### config.mk
export PLATFORM = sky130hd
export DESIGN_NAME = loss_of_control_chute_trigger
export DESIGN_NICKNAME = d
export VERILOG_FILES = /design/src/lcct_pkg.sv /design/src/lcct_cfg.sv /design/src/lcct_step.sv /design/src/loss_of_control_chute_trigger.sv
export SDC_FILE = /design/constraint.sdc
export NUM_CORES = 1
export LEC_CHECK = 0
export BUFFER_PORTS_ARGS = -buffer_cell sky130_fd_sc_hd__buf_2
export CORE_AREA = 3 3 142 144
export CTS_BUF_LIST = sky130_fd_sc_hd__clkbuf_4 sky130_fd_sc_hd__clkbuf_8
export DETAILED_ROUTE_END_ITERATION = 6
export DIE_AREA = 0 0 145 147
export PLACE_DENSITY_LB_ADDON = 0.08
export SETUP_SLACK_MARGIN = 0.05
export SYNTH_ARGS = -nofsm -noshare
export SYNTH_HDL_FRONTEND = slang
export SYNTH_HIERARCHICAL = 1
export SYNTH_SLANG_ARGS = --single-unit
export TNS_END_PERCENT = 10
### constraint.sdc
create_clock -name clk -period 5.9 [get_ports clk]
set_clock_uncertainty 0.1 [all_clocks]
set_input_delay 0 -clock clk [delete_from_list [all_inputs] [get_ports clk]]
set_output_delay 0 -clock clk [all_outputs]
set_load 0.02 [all_outputs]
### src/lcct_pkg.sv
// Shared types and constants for the loss-of-control chute trigger.
// No dependencies; imported by every module of the block.
`default_nettype none
package lcct_pkg;

  localparam int CNT_W  = 16;
  localparam int ANG_W  = 15;
  localparam int MALT_W = 15;
  localparam int PADDR_W = 4;
  localparam int PDATA_W = 32;

  // register indexes (paddr[3:2])
  localparam logic [1:0] REG_CRASH_EN  = 2'd0;
  localparam logic [1:0] REG_MIN_ALT   = 2'd1;
  localparam logic [1:0] REG_TRIG      = 2'd2;
  localparam logic [1:0] REG_ANG_LIMIT = 2'd3;

  localparam logic              RST_CRASH_EN  = 1'b1;
  localparam logic [MALT_W-1:0] RST_MIN_ALT   = MALT_W'(10);
  localparam logic [CNT_W-1:0]  RST_TRIG      = CNT_W'(400);
  localparam logic [ANG_W-1:0]  RST_ANG_LIMIT = ANG_W'(3000);

  typedef struct packed {
    logic              crash_check_enable;
    logic [MALT_W-1:0] min_altitude_m;
    logic [CNT_W-1:0]  trigger_ticks;
    logic [ANG_W-1:0]  angle_limit_cdeg;
  } cfg_t;

  typedef struct packed {
    logic chute_enabled;
    logic standby;
    logic armed;
    logic release_started;
    logic acro_or_flip;
    logic landed;
  } flags_t;

  typedef struct packed {
    logic             fire_release;
    logic             disarm_request;
    logic             flying;
    logic [CNT_W-1:0] loss_count;
  } res_t;

endpackage
`default_nettype wire

### src/lcct_cfg.sv
// APB-style register file for the trigger settings.
// Depends on lcct_pkg for the register layout and reset values.
`default_nettype none
module lcct_cfg (
  input  wire logic                          clk,
  input  wire logic                          rst,
  input  wire logic                          psel,
  input  wire logic                          penable,
  input  wire logic                          pwrite,
  input  wire logic [lcct_pkg::PADDR_W-1:0]  paddr,
  input  wire logic [lcct_pkg::PDATA_W-1:0]  pwdata,
  output logic      [lcct_pkg::PDATA_W-1:0]  prdata,
  output logic                               pready,
  output lcct_pkg::cfg_t                     cfg
);
  import lcct_pkg::*;

  logic       wr;
  logic [1:0] idx;

  assign pready = 1'b1;
  assign idx    = paddr[3:2];
  assign wr     = psel && penable && pwrite;

  always_ff @(posedge clk) begin
    if (rst) begin
      cfg.crash_check_enable <= RST_CRASH_EN;
      cfg.min_altitude_m     <= RST_MIN_ALT;
      cfg.trigger_ticks      <= RST_TRIG;
      cfg.angle_limit_cdeg   <= RST_ANG_LIMIT;
    end else if (wr) begin
      unique case (idx)
        REG_CRASH_EN:  cfg.crash_check_enable <= pwdata[0];
        REG_MIN_ALT:   cfg.min_altitude_m     <= pwdata[MALT_W-1:0];
        REG_TRIG:      cfg.trigger_ticks      <= pwdata[CNT_W-1:0];
        REG_ANG_LIMIT: cfg.angle_limit_cdeg   <= pwdata[ANG_W-1:0];
        default: ;
      endcase
    end
  end

  always_comb begin
    unique case (idx)
      REG_CRASH_EN:  prdata = PDATA_W'(cfg.crash_check_enable);
      REG_MIN_ALT:   prdata = PDATA_W'(cfg.min_altitude_m);
      REG_TRIG:      prdata = PDATA_W'(cfg.trigger_ticks);
      REG_ANG_LIMIT: prdata = PDATA_W'(cfg.angle_limit_cdeg);
      default:       prdata = '0;
    endcase
  end

endmodule
`default_nettype wire

### src/lcct_step.sv
// Per-tick decision logic plus the loss counter and baro latch.
// Depends on lcct_pkg for the settings, flag and result types.
`default_nettype none
module lcct_step #(
  parameter int ALT_BITS = 24
) (
  input  wire logic                         clk,
  input  wire logic                         rst,
  input  wire logic                         update,
  input  wire lcct_pkg::cfg_t               cfg,
  input  wire lcct_pkg::flags_t             flags,
  input  wire logic signed [ALT_BITS-1:0]   altitude_cm,
  input  wire logic [lcct_pkg::ANG_W-1:0]   angle_error_cdeg,
  input  wire logic signed [ALT_BITS-1:0]   baro_altitude_cm,
  output lcct_pkg::res_t                    res
);
  import lcct_pkg::*;

  // metres * 100 fits in 22 bits; one sign bit on top of the wider operand
  localparam int MUL_W = 22;
  localparam int CMP_W = ((ALT_BITS > MUL_W) ? ALT_BITS : MUL_W) + 1;

  logic [CNT_W-1:0]           loss_count, loss_count_next;
  logic signed [ALT_BITS-1:0] baro_start_cm, baro_start_cm_next;

  logic [MUL_W-1:0]        m100;
  logic signed [CMP_W-1:0] thr, alt_ext;
  logic                    too_low, over;
  logic [CNT_W-1:0]        lc_inc;

  assign m100 = (MUL_W'(cfg.min_altitude_m) << 6) + (MUL_W'(cfg.min_altitude_m) << 5)
              + (MUL_W'(cfg.min_altitude_m) << 2);
  assign thr     = $signed(CMP_W'(m100));
  assign alt_ext = CMP_W'(altitude_cm);
  assign too_low = (loss_count == '0) && (cfg.min_altitude_m != '0) && (alt_ext < thr);
  assign over    = angle_error_cdeg > cfg.angle_limit_cdeg;
  assign lc_inc  = (loss_count < cfg.trigger_ticks) ? loss_count + CNT_W'(1) : loss_count;

  always_comb begin
    loss_count_next    = loss_count;
    baro_start_cm_next = baro_start_cm;
    res                = '0;
    if (flags.chute_enabled) begin
      res.flying = !flags.landed;
      if (flags.standby) begin
        // hold everything
      end else if (!flags.armed) begin
        loss_count_next = '0;
      end else if (flags.release_started) begin
        res.disarm_request = 1'b1;
      end else if (flags.acro_or_flip || flags.landed || !cfg.crash_check_enable) begin
        loss_count_next = '0;
      end else if (too_low) begin
        // not high enough to start counting
      end else if (!over) begin
        if (loss_count != '0) loss_count_next = loss_count - CNT_W'(1);
      end else begin
        loss_count_next = lc_inc;
        if (lc_inc == CNT_W'(1)) begin
          baro_start_cm_next = baro_altitude_cm;
        end else if (baro_altitude_cm >= baro_start_cm) begin
          loss_count_next = '0;
        end else if (lc_inc >= cfg.trigger_ticks) begin
          loss_count_next    = '0;
          res.fire_release   = 1'b1;
          res.disarm_request = 1'b1;
        end
      end
    end
    res.loss_count = loss_count_next;
  end

  always_ff @(posedge clk) begin
    if (rst) begin
      loss_count    <= '0;
      baro_start_cm <= '0;
    end else if (update) begin
      loss_count    <= loss_count_next;
      baro_start_cm <= baro_start_cm_next;
    end
  end

endmodule
`default_nettype wire

### src/loss_of_control_chute_trigger.sv
// Loss-of-control parachute trigger, top level.
// Depends on lcct_pkg, lcct_cfg and lcct_step.
//
// Usage:
//   One flight-state snapshot per control-loop tick enters on the input
//   channel (in_valid / in_stall); one result item per snapshot leaves on
//   the output channel (out_valid / out_stall). An item moves at a rising
//   edge where valid is high and stall is low.
//   The snapshot is held in an input register, then the counter update and
//   the result are computed and captured in the output register together.
//   A new item is taken every cycle while the receiver does not stall; the
//   rate is set by the single counter update per item in the step logic.
//   When the receiver stalls, the result holds in the output register and
//   the next snapshot waits in the input register; in_stall rises only when
//   both are full.
//   Settings are to be written through the APB-style port (4 registers at byte
//   addresses 0, 4, 8, 12) while no item is in flight; the block does not enforce it.
//   Synchronous reset empties both registers, clears the loss counter and
//   baro latch and loads the default settings.
`default_nettype none
module loss_of_control_chute_trigger #(
  parameter int ALT_BITS = 24
) (
  input  wire logic                          clk,
  input  wire logic                          rst,
  input  wire logic                          psel,
  input  wire logic                          penable,
  input  wire logic                          pwrite,
  input  wire logic [lcct_pkg::PADDR_W-1:0]  paddr,
  input  wire logic [lcct_pkg::PDATA_W-1:0]  pwdata,
  output logic      [lcct_pkg::PDATA_W-1:0]  prdata,
  output logic                               pready,
  input  wire logic                          in_valid,
  output logic                               in_stall,
  input  wire logic                          chute_enabled,
  input  wire logic                          standby,
  input  wire logic                          armed,
  input  wire logic                          release_started,
  input  wire logic                          acro_or_flip,
  input  wire logic                          landed,
  input  wire logic signed [ALT_BITS-1:0]    altitude_cm,
  input  wire logic [lcct_pkg::ANG_W-1:0]    angle_error_cdeg,
  input  wire logic signed [ALT_BITS-1:0]    baro_altitude_cm,
  output logic                               out_valid,
  input  wire logic                          out_stall,
  output logic                               fire_release,
  output logic                               disarm_request,
  output logic                               flying,
  output logic [lcct_pkg::CNT_W-1:0]         loss_count_out
);
  import lcct_pkg::*;

  cfg_t cfg;
  res_t res;

  logic                       s1_valid;
  flags_t                     s1_flags;
  logic signed [ALT_BITS-1:0] s1_alt, s1_baro;
  logic [ANG_W-1:0]           s1_err;
  logic                       advance, in_take;

  assign advance  = s1_valid && (!out_valid || !out_stall);
  assign in_stall = s1_valid && !advance;
  assign in_take  = in_valid && !in_stall;

  lcct_cfg u_cfg (
    .clk, .rst, .psel, .penable, .pwrite, .paddr, .pwdata, .prdata, .pready,
    .cfg(cfg)
  );

  lcct_step #(.ALT_BITS(ALT_BITS)) u_step (
    .clk, .rst,
    .update(advance),
    .cfg(cfg),
    .flags(s1_flags),
    .altitude_cm(s1_alt),
    .angle_error_cdeg(s1_err),
    .baro_altitude_cm(s1_baro),
    .res(res)
  );

  always_ff @(posedge clk) begin
    if (rst) begin
      s1_valid <= 1'b0;
    end else if (in_take) begin
      s1_valid <= 1'b1;
    end else if (advance) begin
      s1_valid <= 1'b0;
    end
  end

  always_ff @(posedge clk) begin
    if (in_take) begin
      s1_flags <= '{chute_enabled: chute_enabled, standby: standby, armed: armed,
                    release_started: release_started, acro_or_flip: acro_or_flip,
                    landed: landed};
      s1_alt   <= altitude_cm;
      s1_err   <= angle_error_cdeg;
      s1_baro  <= baro_altitude_cm;
    end
  end

  always_ff @(posedge clk) begin
    if (rst) begin
      out_valid <= 1'b0;
    end else if (advance) begin
      out_valid <= 1'b1;
    end else if (!out_stall) begin
      out_valid <= 1'b0;
    end
  end

  always_ff @(posedge clk) begin
    if (advance) begin
      fire_release   <= res.fire_release;
      disarm_request <= res.disarm_request;
      flying         <= res.flying;
      loss_count_out <= res.loss_count;
    end
  end

  // a release always comes with a disarm, and clears the counter
  a_fire_disarm: assert property (@(posedge clk) disable iff (rst)
    out_valid && fire_release |-> disarm_request && (loss_count_out == '0))
    else $error("release without disarm or with live count");

  // a held snapshot reaches the output register when it is free
  a_advance: assert property (@(posedge clk) disable iff (rst)
    s1_valid && !out_valid |=> out_valid)
    else $error("held item did not advance");

  // input is never refused while the input register is empty
  a_no_idle_stall: assert property (@(posedge clk) disable iff (rst)
    !s1_valid |-> !in_stall)
    else $error("stall with empty input register");

  // reset empties the output
  a_reset_empty: assert property (@(posedge clk)
    rst |=> !out_valid)
    else $error("output valid after reset");

endmodule
`default_nettype wire

Yosys cells after proc, flatten, opt, wreduce, memory -nomap -nowiden

Cells that the tools add are included.

Input bits: 112
Register bits after elaboration: 177
Output and inout bits: 54
Word-level logic and storage cells: 94
Memories: 0
Bits in writable memories: 0
Bits in latches: 0
Memory bits (read-only): 0

Bitwise logic cells: 7
Add/sub/neg operators: 4
$mul: 0
Shift-type cells: 0
Magnitude comparators: 5
Div/mod/pow operators: 0
Reduce and logical (&&, ||, !) cells: 28
Equality and inequality tests: 5
Muxes and demuxes: 24

Operator list:

| kind                  | number |
|---|---|
| $mux 16               | 12 |
| $pmux 32 s4           | 1 |
| $ge 24x24->1          | 1 |
| $lt 24x23->1          | 1 |
| $add 21x20->22        | 1 |
| $add 22x17->22        | 1 |
| $add 16x1->16 const B | 1 |
| $eq 16x1->1 const B   | 1 |
| $ge 16x16->1          | 1 |
| $logic_not 16->1      | 1 |
| $lt 16x16->1          | 1 |
| $reduce_bool 16->1    | 1 |
| $sub 16x1->16 const B | 1 |
| $gt 15x15->1          | 1 |
| $reduce_bool 15->1    | 1 |
| $mux 1                | 10 |
| $reduce_and 9->1      | 1 |
| $reduce_or 9->1       | 1 |
| $reduce_and 2->1      | 4 |
| $logic_and 1x1->1     | 7 |
| $not 1->1             | 7 |
| $logic_not 1->1       | 6 |
| $eq 2x2->1 const B    | 2 |
| $logic_or 1x1->1      | 3 |
| other kinds (6)       | 6 |

Longest topological paths before layout

Gate-level depths: netlist of the first run.

Word-level depth: 13
Mapped depth: 27
Gate-level depth less buffers: 25

Hierarchy

The synthesis of the first run kept the hierarchy.

Modules (own cells, without submodules):

| module                        | area each (µm²) | seq. area each (µm²) | times used | cells each |
|---|---|---|---|---|
| lcct_step                     | 6192.2          | 800.8                | 1          | 811 |
| loss_of_control_chute_trigger | 2728.9          | 2682.6               | 1          | 98 |
| lcct_cfg                      | 2427.3          | 940.9                | 1          | 244 |

Worst setup path before layout of the first run

No wires, ideal clock.

Path type: reg-to-reg
From: register, netlist name u_cfg/cfg[31]
To: register u_step.baro_start_cm[4]
Period minus slack after synthesis: 5.124 ns
Path slack: 0.776 ns
Data required time: 5.672 ns
Setup time: 0.128 ns
Stages on the path, launching flop included: 27
Data arrival time: 4.897 ns
Buffers on the path: 2
Cell sequence: dfxtp_1 > fa_1 > ha_1 > inv_1 > fa_1 > nor2b_1 > o21ai_0 > a21oi_1 > o21ai_0 > a21boi_0 > o2111ai_1 > a31oi_1 > a21o_1 > a21oi_1 > xor2_1 > ha_1 > o21a_1 > o31ai_1 > o211ai_1 > o21ai_0 > nand3_1 > and3_1 > buf_2 > nand2_4 > buf_6 > mux2i_1 > nor2_1

Cells in the longest elaborated chain, start to end: 6
Elaborated cells between the ends (all ways): 8
Those cells by class: add/sub: 2; order compare: 1; bitwise: 1; reduce/logical: 4

RTL lines:

| element                               | line            | source |
|---|---|---|
| $add 21x20->22                        | lcct_step.sv:31 | `assign m100 = (MUL_W'(cfg.min_altitude_m) << 6) + (MUL_W'(cfg.min_altitude_m) << 5)` |
| $add 22x17->22                        | lcct_step.sv:32 | `+ (MUL_W'(cfg.min_altitude_m) << 2);` |
| $lt 24x23->1                          | lcct_step.sv:35 | `assign too_low = (loss_count == '0) && (cfg.min_altitude_m != '0) && (alt_ext < thr);` |
| $logic_and 1x1->1 (*)                 | lcct_step.sv:35 |  |
| $not 1->1 (no source line) (*)        | --              |  |
| $reduce_and 9->1 (no source line) (*) | --              |  |
| to (signal assigned)                  | lcct_step.sv:79 | `baro_start_cm <= baro_start_cm_next;` |
| to (decl)                             | lcct_step.sv:24 | `logic signed [ALT_BITS-1:0] baro_start_cm, baro_start_cm_next;` |

Mark *: on every way between the ends. The rest lies on a longest branch, timed or not.
A chain may end at the register's enable or synchronous reset.

Worst setup path after layout of the first run

From: register, netlist name u_cfg/cfg[31]
To: register u_step.loss_count[10]

Cells in the longest elaborated chain, start to end: 10
Elaborated cells between the ends (all ways): 12
Those cells by class: add/sub: 2; order compare: 1; mux: 6; reduce/logical: 3

RTL lines:

| element               | line            | source |
|---|---|---|
| $add 21x20->22        | lcct_step.sv:31 |  |
| $add 22x17->22        | lcct_step.sv:32 |  |
| $lt 24x23->1          | lcct_step.sv:35 |  |
| $logic_and 1x1->1 (*) | lcct_step.sv:35 |  |
| $mux 16 (*)           | lcct_step.sv:53 | `end else if (too_low) begin` |
| $mux 16 (*)           | lcct_step.sv:51 | `end else if (flags.acro_or_flip \|\| flags.landed \|\| !cfg.crash_check_enable) begin` |
| $mux 16 (*)           | lcct_step.sv:49 | `end else if (flags.release_started) begin` |
| $mux 16 (*)           | lcct_step.sv:47 | `end else if (!flags.armed) begin` |
| $mux 16 (*)           | lcct_step.sv:45 | `if (flags.standby) begin` |
| $mux 16 (*)           | lcct_step.sv:43 | `if (flags.chute_enabled) begin` |
| to (signal assigned)  | lcct_step.sv:78 | `loss_count <= loss_count_next;` |
| to (decl)             | lcct_step.sv:23 | `logic [CNT_W-1:0] loss_count, loss_count_next;` |

Marks and branches as above.

==> results of run 1 <==
==> per-layer routing <==
| layer | track usage [%] | vias to the layer above | wire length, um |
|---|---|---|---|
| li1 | - | 4545 | - |
| met1 | 35.9 | 4427 | 12500 |
| met2 | 43.5 | 333 | 13400 |
| met3 | 4.47 | 41 | 1750 |
| met4 | 7.98 | 0 | 586 |
| met5 | 0 | - | 0 |
==> cell type report <==
type	instances	area, um2	area share [%]
clock buffers	17	234	1.71
well taps	260	325	2.38
flip-flops and latches	175	4370	32.0
repair buffers	263	1930	14.1
inverters	90	338	2.47
clock inverters	15	169	1.24
multi-input cells	833	6300	46.1
==> sequential cells by signal (all words and copies together), names as in the netlist <==
signal,flops
loss_count_out,16
u_step/baro_start_cm,24
fire_release,1
s1_alt,22
u_cfg/cfg,47
out_valid,1
s1_err,15
s1_baro,24
s1_flags,6
u_step/loss_count,16
flying,1
disarm_request,1
s1_valid,1
==> stage by stage <==
step	instance area (um2)	hold slack [ns]	std cells	setup TNS, ns
after floorplan	11300	-0.0376	1166	0
after global placement	12300	0.0761	1526	0
after detailed placement	12300	0.0781	1526	0
after CTS	13600	0.0610	1652	0
after global routing	13700	0.0906	1653	-0.00109
final	13700	0.0931	1653	0
==> power groups by stage <==
stage          clock network [W]  registers [W]  logic [W]
3_3_place_gp                   0        0.00137   0.000361
2_1_floorplan                  0        0.00137   0.000244
6_report                0.000842        0.00134   0.000427
5_1_grt                 0.000911        0.00134   0.000467
4_1_cts                 0.000858        0.00134   0.000416
3_5_place_dp                   0        0.00137   0.000367
==> critical path, cell delays in order (launching register included) <==
cell and delay [ns]:
dfxtp_2 0.36, fa_1 0.54, ha_1 0.17, inv_1 0.05, fa_1 0.39, nor2b_1 0.13, o21ai_1 0.09, a21oi_1 0.24
o21ai_2 0.10, a21boi_2 0.19, o2111ai_2 0.17, a31oi_2 0.25, a21o_1 0.13, a21oi_1 0.07, xor2_1 0.14, ha_1 0.29
nand4_1 0.07, or4_1 0.42, a21oi_2 0.18, o21ai_1 0.13, buf_4 0.18, nand3_1 0.08, buf_4 0.16, nand2_2 0.09
or4_1 0.49, a22o_1 0.21, a21oi_1 0.12
==> cells in the final DEF (no fill, tap or decap), types with 28 or more instances in the layout <==
master           n
mux2i_1         72
nand3_1         30
nor2_1          89
buf_4           38
nand2_1         65
dfxtp_1         85
edfxtp_1        86
nand2b_1        53
ha_1           119
nor3_1          28
dlygate4sd3_1   94
a21oi_1         43
buf_2          128
o21ai_0         44
inv_1           90
==> repair_timing <==
item / 4_1_cts / 5_1_grt
pin swaps: 0 / 3
hold endpoints to repair: 136 / 0
setup buffers: 0 / 1
gates cloned: 0 / 0
gates resized for setup: 1 / 14
hold buffers: 94 / 0
setup endpoints to repair: 1 / 58
==> worst max path at each step <==
stage                        startpoint                       to  cells after the start
after detailed placement  u_cfg/cfg[31]    u_step/loss_count[10]                     26
after global routing      u_cfg/cfg[31]    u_step/loss_count[10]                     26
after global placement    u_cfg/cfg[31]    u_step/loss_count[10]                     26
after CTS                 u_cfg/cfg[31]    u_step/loss_count[10]                     26
final                     u_cfg/cfg[31]    u_step/loss_count[10]                     26
after floorplan           u_cfg/cfg[31]  u_step/baro_start_cm[4]                     26
==> flow_summary.toml, run 1 <==
[run_status]
status = "finished clean"

[sta]
min_period_over_period_pct = 95.5
max_freq_mhz = 178
post-route-min-period_ns = 5.63
tightest_slew_ns = 1.04
slew_headroom_pct = 30.5
hold_violations = 0
slew_viol_final = 0
finalWorstSetupSlack_ns = 0.267
setup_viol = 0

[pwr]
seq_power_share_pct = 51.3
total_power_w = 0.00261
leakage_nw = 6.15
p_sw_w = 0.000781
cellInternalPower_w = 0.00183
swShare_pct = 29.9
ir_drop_mv = 0.159
power_density_nw_per_um2 = 191
pwr-share-comb_pct = 16.4
p_clk_share_pct = 32.3

[layout]
drive_above_1_share_pct = 18.2
utilization_pct = 72.6
nets = 1623
syn_to_final_growth_pct = 21.0
fillerInstances = 1405
diodes = 0

[global_routing]
grt_max_degree = 81
grt_antenna_before_repair = 0
track_usage_pct = 26.3
grt_pass1_vias = 8941
grt_pass1_wl_um = 45400
grt-ovfl-total = 0

[synthesis]
syn_avg_cell_area_um2 = 9.81
netlist_area_um2 = 11300
yosys_warnings = 6
synth_cells = 1151

[cts]
cts-htree-levels = 4
cts_root_buf = "clkbuf_8"
cts_buffers = 17
cts_tree = "yes"
clock_sinks = 175
clockBufferDepth = 2
clk_pin_slew_worst_paths_ns = 0.11
worstSkewPairLatency_ns = 0.47

[worst_setup_path]
required_ns = 6.21
reg2reg_to = "u_step/loss_count[10]"
critical_path_class = "flip-flop to flip-flop"
rr_startpoint = "u_cfg/cfg[31]"
worstPathArrival_ns = 5.94
cp-end-kind = "flip-flop"
rr_worst_depth = 26
start_kind = "flip-flop"
reg2reg_slack_ns = 0.27
critPathMaxFanout = 6

[route]
drt_first_iter_violations = 652
wl_um = 28200
drc = 0
wl_per_cell_um = 17.1
firstDrtPassIters = 5
dr_total_vias = 9346
vias_per_cell = 5.65
antenna_left = 0

[die]
fp-row-count = 50
die_h_um = 147
io_pins = 166
start_util_pct = 59.9
die_w_um = 145
die_area_um2 = 21300
core_um2 = 18800

[hold_path]
hp-class = "primary input to flip-flop"
hold_path_end = "u_cfg/cfg[38]"
min_delay_path_depth = 4
hp-start = "psel"

[place]
place.gp.congestion = 0.980
detailed_place_hpwl_um = 20000
io_buffers = 128
pre_cts_ws_ns = 0.0687

[run]
maxCapViolCount = 0
Note: power is estimated with default switching activity, not from simulation.
==> run 2, diff against run 1 <==
ABC_AREA = 1   (was default)
CORE_AREA = 3 3 144 146   (was 3 3 142 144)
DIE_AREA = 0 0 147 149   (was 0 0 145 147)
==> run 2 against run 1 <==
  * Register-to-register slack better by 0.32 ns
  * Global-route usage rose by 1.2 points
  * Largest power group unchanged
  * Critical path type unchanged
  * Synthesized cell count increased by 31%
  * Largest cell class unchanged
  * Wire length increased by 7.8%
  * Combinational power up 62%
  * Maximum frequency rose by 5.9%
  * Sequential share of layout area fell by 0.34 points
  * Sequential cell count stayed put
==> flow_summary.toml, run 2 <==
[route]
wl_met3_um = 1660
highest_layer = "met4"
dr_total_vias = 10600
routed-wl-met2_um = 15000
vias_per_cell = 5.34
wl_per_cell_um = 15.2
drc = 0
drt_first_iter_violations = 714
firstDrtPassIters = 5
met1_length_um = 13300
antenna_left = 0
wl_um = 30400

[cts]
cts_tree = "yes"
cts_root_buf = "clkbuf_8"
clock_sinks = 175
clockBufferDepth = 2
worstSkewPairLatency_ns = 0.48
clk_pin_slew_worst_paths_ns = 0.10
cts-htree-levels = 4
cts_buffers = 17
post-cts-setup-buffer-count = 0

[worst_setup_path]
cp-end-kind = "flip-flop"
start_kind = "flip-flop"
critPathMaxFanout = 24
required_ns = 6.19
max_stage_delay_ns = 0.53
slowest_stage = "fa_1"
critical_path_class = "flip-flop to flip-flop"
worstPathArrival_ns = 5.61
cp_common_cell = "nand2_1"

[pwr]
cellInternalPower_w = 0.00194
pwr-share-comb_pct = 23.6
power_density_nw_per_um2 = 212
seq_power_share_pct = 47.1
leakage_nw = 6.37
p_clk_share_pct = 29.3
ir_drop_mv = 0.150
p_sw_w = 0.000984
swShare_pct = 33.7
total_power_w = 0.00292

[die]
start_util_pct = 59.8
die_area_um2 = 21900
fp-row-count = 51
core_um2 = 19500
die_h_um = 149
die_w_um = 147
io_pins = 166

[global_routing]
track_usage_pct = 27.5
grt-ovfl-total = 0
grt_max_degree = 68
grt_antenna_before_repair = 0
grt_pass1_wl_um = 49400
grt_pass1_vias = 10100

[synthesis]
yosys_warnings = 6
synth_cells = 1512
syn_avg_cell_area_um2 = 7.73
netlist_area_um2 = 11700

[layout]
top_regs = "u_cfg/cfg: 47 flops, s1_baro: 24 flops, u_step/baro_start_cm: 24 flops"
nets = 1960
fillerInstances = 1645
syn_to_final_growth_pct = 18.1
layout_common_cells = "nand2_1, inv_1, buf_2"
drive_above_1_share_pct = 12.4
largest_reg_flops = 47
final_common_cell = "nand2_1"
regMostFlops = "u_cfg/cfg"
diodes = 0

[hold_path]
hp-class = "primary input to flip-flop"

[run]
maxCapViolCount = 0

[sta]
slew_viol_final = 0
holdWs_ns = 0.127
min_period_over_period_pct = 90.1
tns_ns = 0
max_freq_mhz = 188
setup_viol = 0
hold_violations = 0
post-route-min-period_ns = 5.32
tightest_slew_ns = 1.13
rsz0062_at_grt = "false"
slew_headroom_pct = 24.9

[run_status]
status = "finished clean"

[place]
detailed_place_hpwl_um = 20700
io_buffers = 128
place.gp.congestion = 0.949
run 2: power by group through the flow:
stage	sequential, W	combinational, W	clock, W
6_report	0.00138	0.000691	0.000857
2_1_floorplan	0.00139	0.000464	0
3_3_place_gp	0.00140	0.000609	0
5_1_grt	0.00138	0.000777	0.000918
3_5_place_dp	0.00140	0.000622	0
4_1_cts	0.00137	0.000674	0.000873
run 2: worst max-delay path: cells and delay by family, from the launching register on:
family	cells	cell delay, ns
compound gates	6	0.94
simple gates	16	1.75
flops	1	0.42
xor+xnor	1	0.15
buf+inv	4	0.55
fa+ha+maj	4	1.33
run 2: layer usage:
| metal | vias to the layer above | global-route usage, % |
|---|---|---|
| met4 | 0 | 7.36 |
| li1 | 5350 | - |
| met5 | - | 0 |
| met2 | 327 | 47.6 |
| met1 | 4928 | 36.7 |
| met3 | 39 | 3.74 |
run 2: final timing paths:
| path | start | to | slack, ns | depth (start not counted) |
|---|---|---|---|---|
| worst max register to register | u_cfg/cfg[35] | u_step/baro_start_cm[0] | 0.58 | 31 |
| worst min-delay path | baro_altitude_cm[9] | s1_baro[9] | 0.13 | 2 |
| worst max-delay path | u_cfg/cfg[35] | u_step/baro_start_cm[0] | 0.58 | 31 |
| worst min register to register | u_step/baro_start_cm[23] | u_step/baro_start_cm[23] | 0.37 | 2 |
run 2: timing repair:
item	4_1_cts	5_1_grt
resized for setup	0	1
hold endpoints to repair	135	0
endpoints found under the setup margin	0	24
hold buffers	104	0
run 2: cell type report:
class                           instances  area, um2  share of cell area (%)
Clock buffer                           19        249                    1.80
Clock inverter                         13        139                    1.01
Inverter                              204        766                    5.55
Multi-Input combinational cell       1078       6200                    44.9
Sequential cell                       175       4360                    31.6
Tap cell                              265        332                    2.40
Timing Repair Buffer                  241       1750                    12.7
run 2: stage by stage:
| stage | cell area [um2] | cells | setup WS (ns) | utilization [%] |
|---|---|---|---|---|
| 6_report | 13800 | 1995 | 0.582 | 70.7 |
| 2_1_floorplan | 11700 | 1527 | 1.27 | - |
| 5_1_grt | 13800 | 1995 | 0.0516 | 70.7 |
| 3_5_place_dp | 12400 | 1859 | 0.470 | 63.3 |
| 3_3_place_gp | 12400 | 1859 | 0.646 | 63.3 |
| 4_1_cts | 13800 | 1995 | 0.497 | 70.6 |
==> run 3, diff against run 2 <==
PLACE_DENSITY = 0.82   (was default)
PLACE_DENSITY_LB_ADDON = default   (was 0.08)
clock period = 6.21 ns   (was 5.9 ns; I/O delays follow)
==> run 3 against run 2 <==
  * Clock power decreased by 4.2%
  * Largest power group unchanged
  * Worst hold slack got worse by 0.071 ns
  * Register-to-register slack got worse by 0.02 ns
  * Maximum frequency fell by 5.9%
==> flow_summary.toml, run 3 (synthesis results as in run 2) <==
[worst_setup_path]
rr_worst_depth = 31
slowest_stage = "fa_1"
startpoint = "u_cfg/cfg[31]"
start_kind = "flip-flop"
critical_path_class = "flip-flop to flip-flop"
max_stage_delay_ns = 0.57
cp-end-kind = "flip-flop"
rr_startpoint = "u_cfg/cfg[31]"
reg2reg_slack_ns = 0.56
worstPathArrival_ns = 5.93
required_ns = 6.49
critPathMaxFanout = 24
crit_end = "u_step/baro_start_cm[17]"
cp_common_cell = "nand2_1"
reg2reg_to = "u_step/baro_start_cm[17]"

[cts]
cts_root_buf = "clkbuf_8"
cts_buffers = 17
cts-htree-levels = 4
post-cts-setup-buffer-count = 0
cts_tree = "yes"
clockBufferDepth = 2
clock_sinks = 175
worstSkewPairLatency_ns = 0.47
clk_pin_slew_worst_paths_ns = 0.10

[sta]
setup_viol = 0
post-route-min-period_ns = 5.65
rsz0062_at_grt = "false"
slew_viol_final = 0
tightest_slew_ns = 1.23
finalWorstSetupSlack_ns = 0.558
tns_ns = 0
hold_violations = 0
max_freq_mhz = 177
slew_headroom_pct = 17.7
min_period_over_period_pct = 91.0

[route]
wl_per_cell_um = 16.7
firstDrtPassIters = 6
wl_um = 33300
vias_per_cell = 5.61
antenna_left = 0
dr_total_vias = 11200
drc = 0
drt_first_iter_violations = 1042

[global_routing]
grt_pass1_wl_um = 53900
grt_max_degree = 68
grt-ovfl-total = 0
grt_antenna_before_repair = 0
grt_pass1_vias = 10800
track_usage_pct = 30.1

[layout]
diodes = 0
fin_cells = 1992
top_regs = "u_cfg/cfg: 47 flops, s1_baro: 24 flops, u_step/baro_start_cm: 24 flops"
fillerInstances = 1528
nets = 1957
layout_common_cells = "nand2_1, inv_1, buf_2"
regMostFlops = "u_cfg/cfg"
stdcell_area_um2 = 13800
syn_to_final_growth_pct = 18.0
drive_above_1_share_pct = 12.2
largest_reg_flops = 47
final_common_cell = "nand2_1"

[run_status]
status = "finished clean"

[hold_path]
hp-class = "primary input to flip-flop"
hp-start = "paddr[2]"

[place]
io_buffers = 128
pre_cts_ws_ns = 0.700
dpl.cell_count = 1856
detailed_place_hpwl_um = 22300
placed_area_um2 = 12300
place.gp.congestion = 0.948

[die]
start_util_pct = 59.8
fp-row-count = 51
die_area_um2 = 21900
core_um2 = 19500
die_h_um = 149
die_w_um = 147
io_pins = 166

[pwr]
total_power_w = 0.00280
leakage_nw = 6.35
ir_drop_mv = 0.130
power_density_nw_per_um2 = 203

[run]
maxCapViolCount = 0
-- run 3: cell types whose count changed in the layout (fill, tap and decap cells not counted), sizes merged --
cell and change:
inv -4, clkinvlp +2, bufinv +1, buf -3
clkbuf -1, clkinv +2
-- run 3: power by group --
group          total (W)  internal, W  switching (W)
registers        0.00131      0.00126      0.0000447
logic           0.000672     0.000236       0.000437
clock network   0.000821     0.000370       0.000451
-- run 3: layout make-up --
class                   count  area, um2  share of cell area (%)
clock inverters            14        156                    1.13
well taps                 265        332                    2.41
multi-input cells        1078       6200                    45.0
flip-flops and latches    175       4360                    31.7
clock buffers              18        241                    1.75
inverters                 204        766                    5.56
repair buffers            238       1730                    12.5
-- run 3: through the flow --
stage          hold WS, ns  util, %
3_3_place_gp        0.0761     63.2
3_5_place_dp        0.0781     63.2
2_1_floorplan      -0.0376        -
5_1_grt             0.0615     70.6
4_1_cts            0.00993     70.6
6_report            0.0561     70.6
-- run 3: layer usage --
layer | vias up | share of wire [%] | GRT usage (%)
met3 | 93 | 8.0 | 6.17
met2 | 548 | 48 | 50.6
met4 | 0 | 3.2 | 10.6
met5 | - | 0 | 0
met1 | 5181 | 41 | 39.0
li1 | 5358 | - | -
-- run 3: what timing repair did --
item,4_1_cts,5_1_grt
gates resized for setup,0,1
hold buffers,104,0
endpoints found under the setup margin,0,1
endpoints found under the hold margin,116,0
-- run 3: worst min-delay path by stage --
stage,to,slack (ns),cells past startpoint
after floorplan,s1_valid,-0.04,1
after global placement,s1_err[11],0.08,1
after detailed placement,s1_alt[19],0.08,1
after CTS,u_cfg/cfg[21],0.01,6
after global routing,u_cfg/cfg[21],0.06,6
final,u_cfg/cfg[16],0.06,6
-- run 3: critical path: cells and delay by family, from the launching register on --
kind                       cells  cell delay (ns)
adders and majority gates      4             1.41
AOI/OAI and AO/OA              6             1.13
xor gates and xnor gates       1             0.17
and+or+nand+nor               16             1.78
buffers and inverters          4             0.57
DFF                            1             0.41
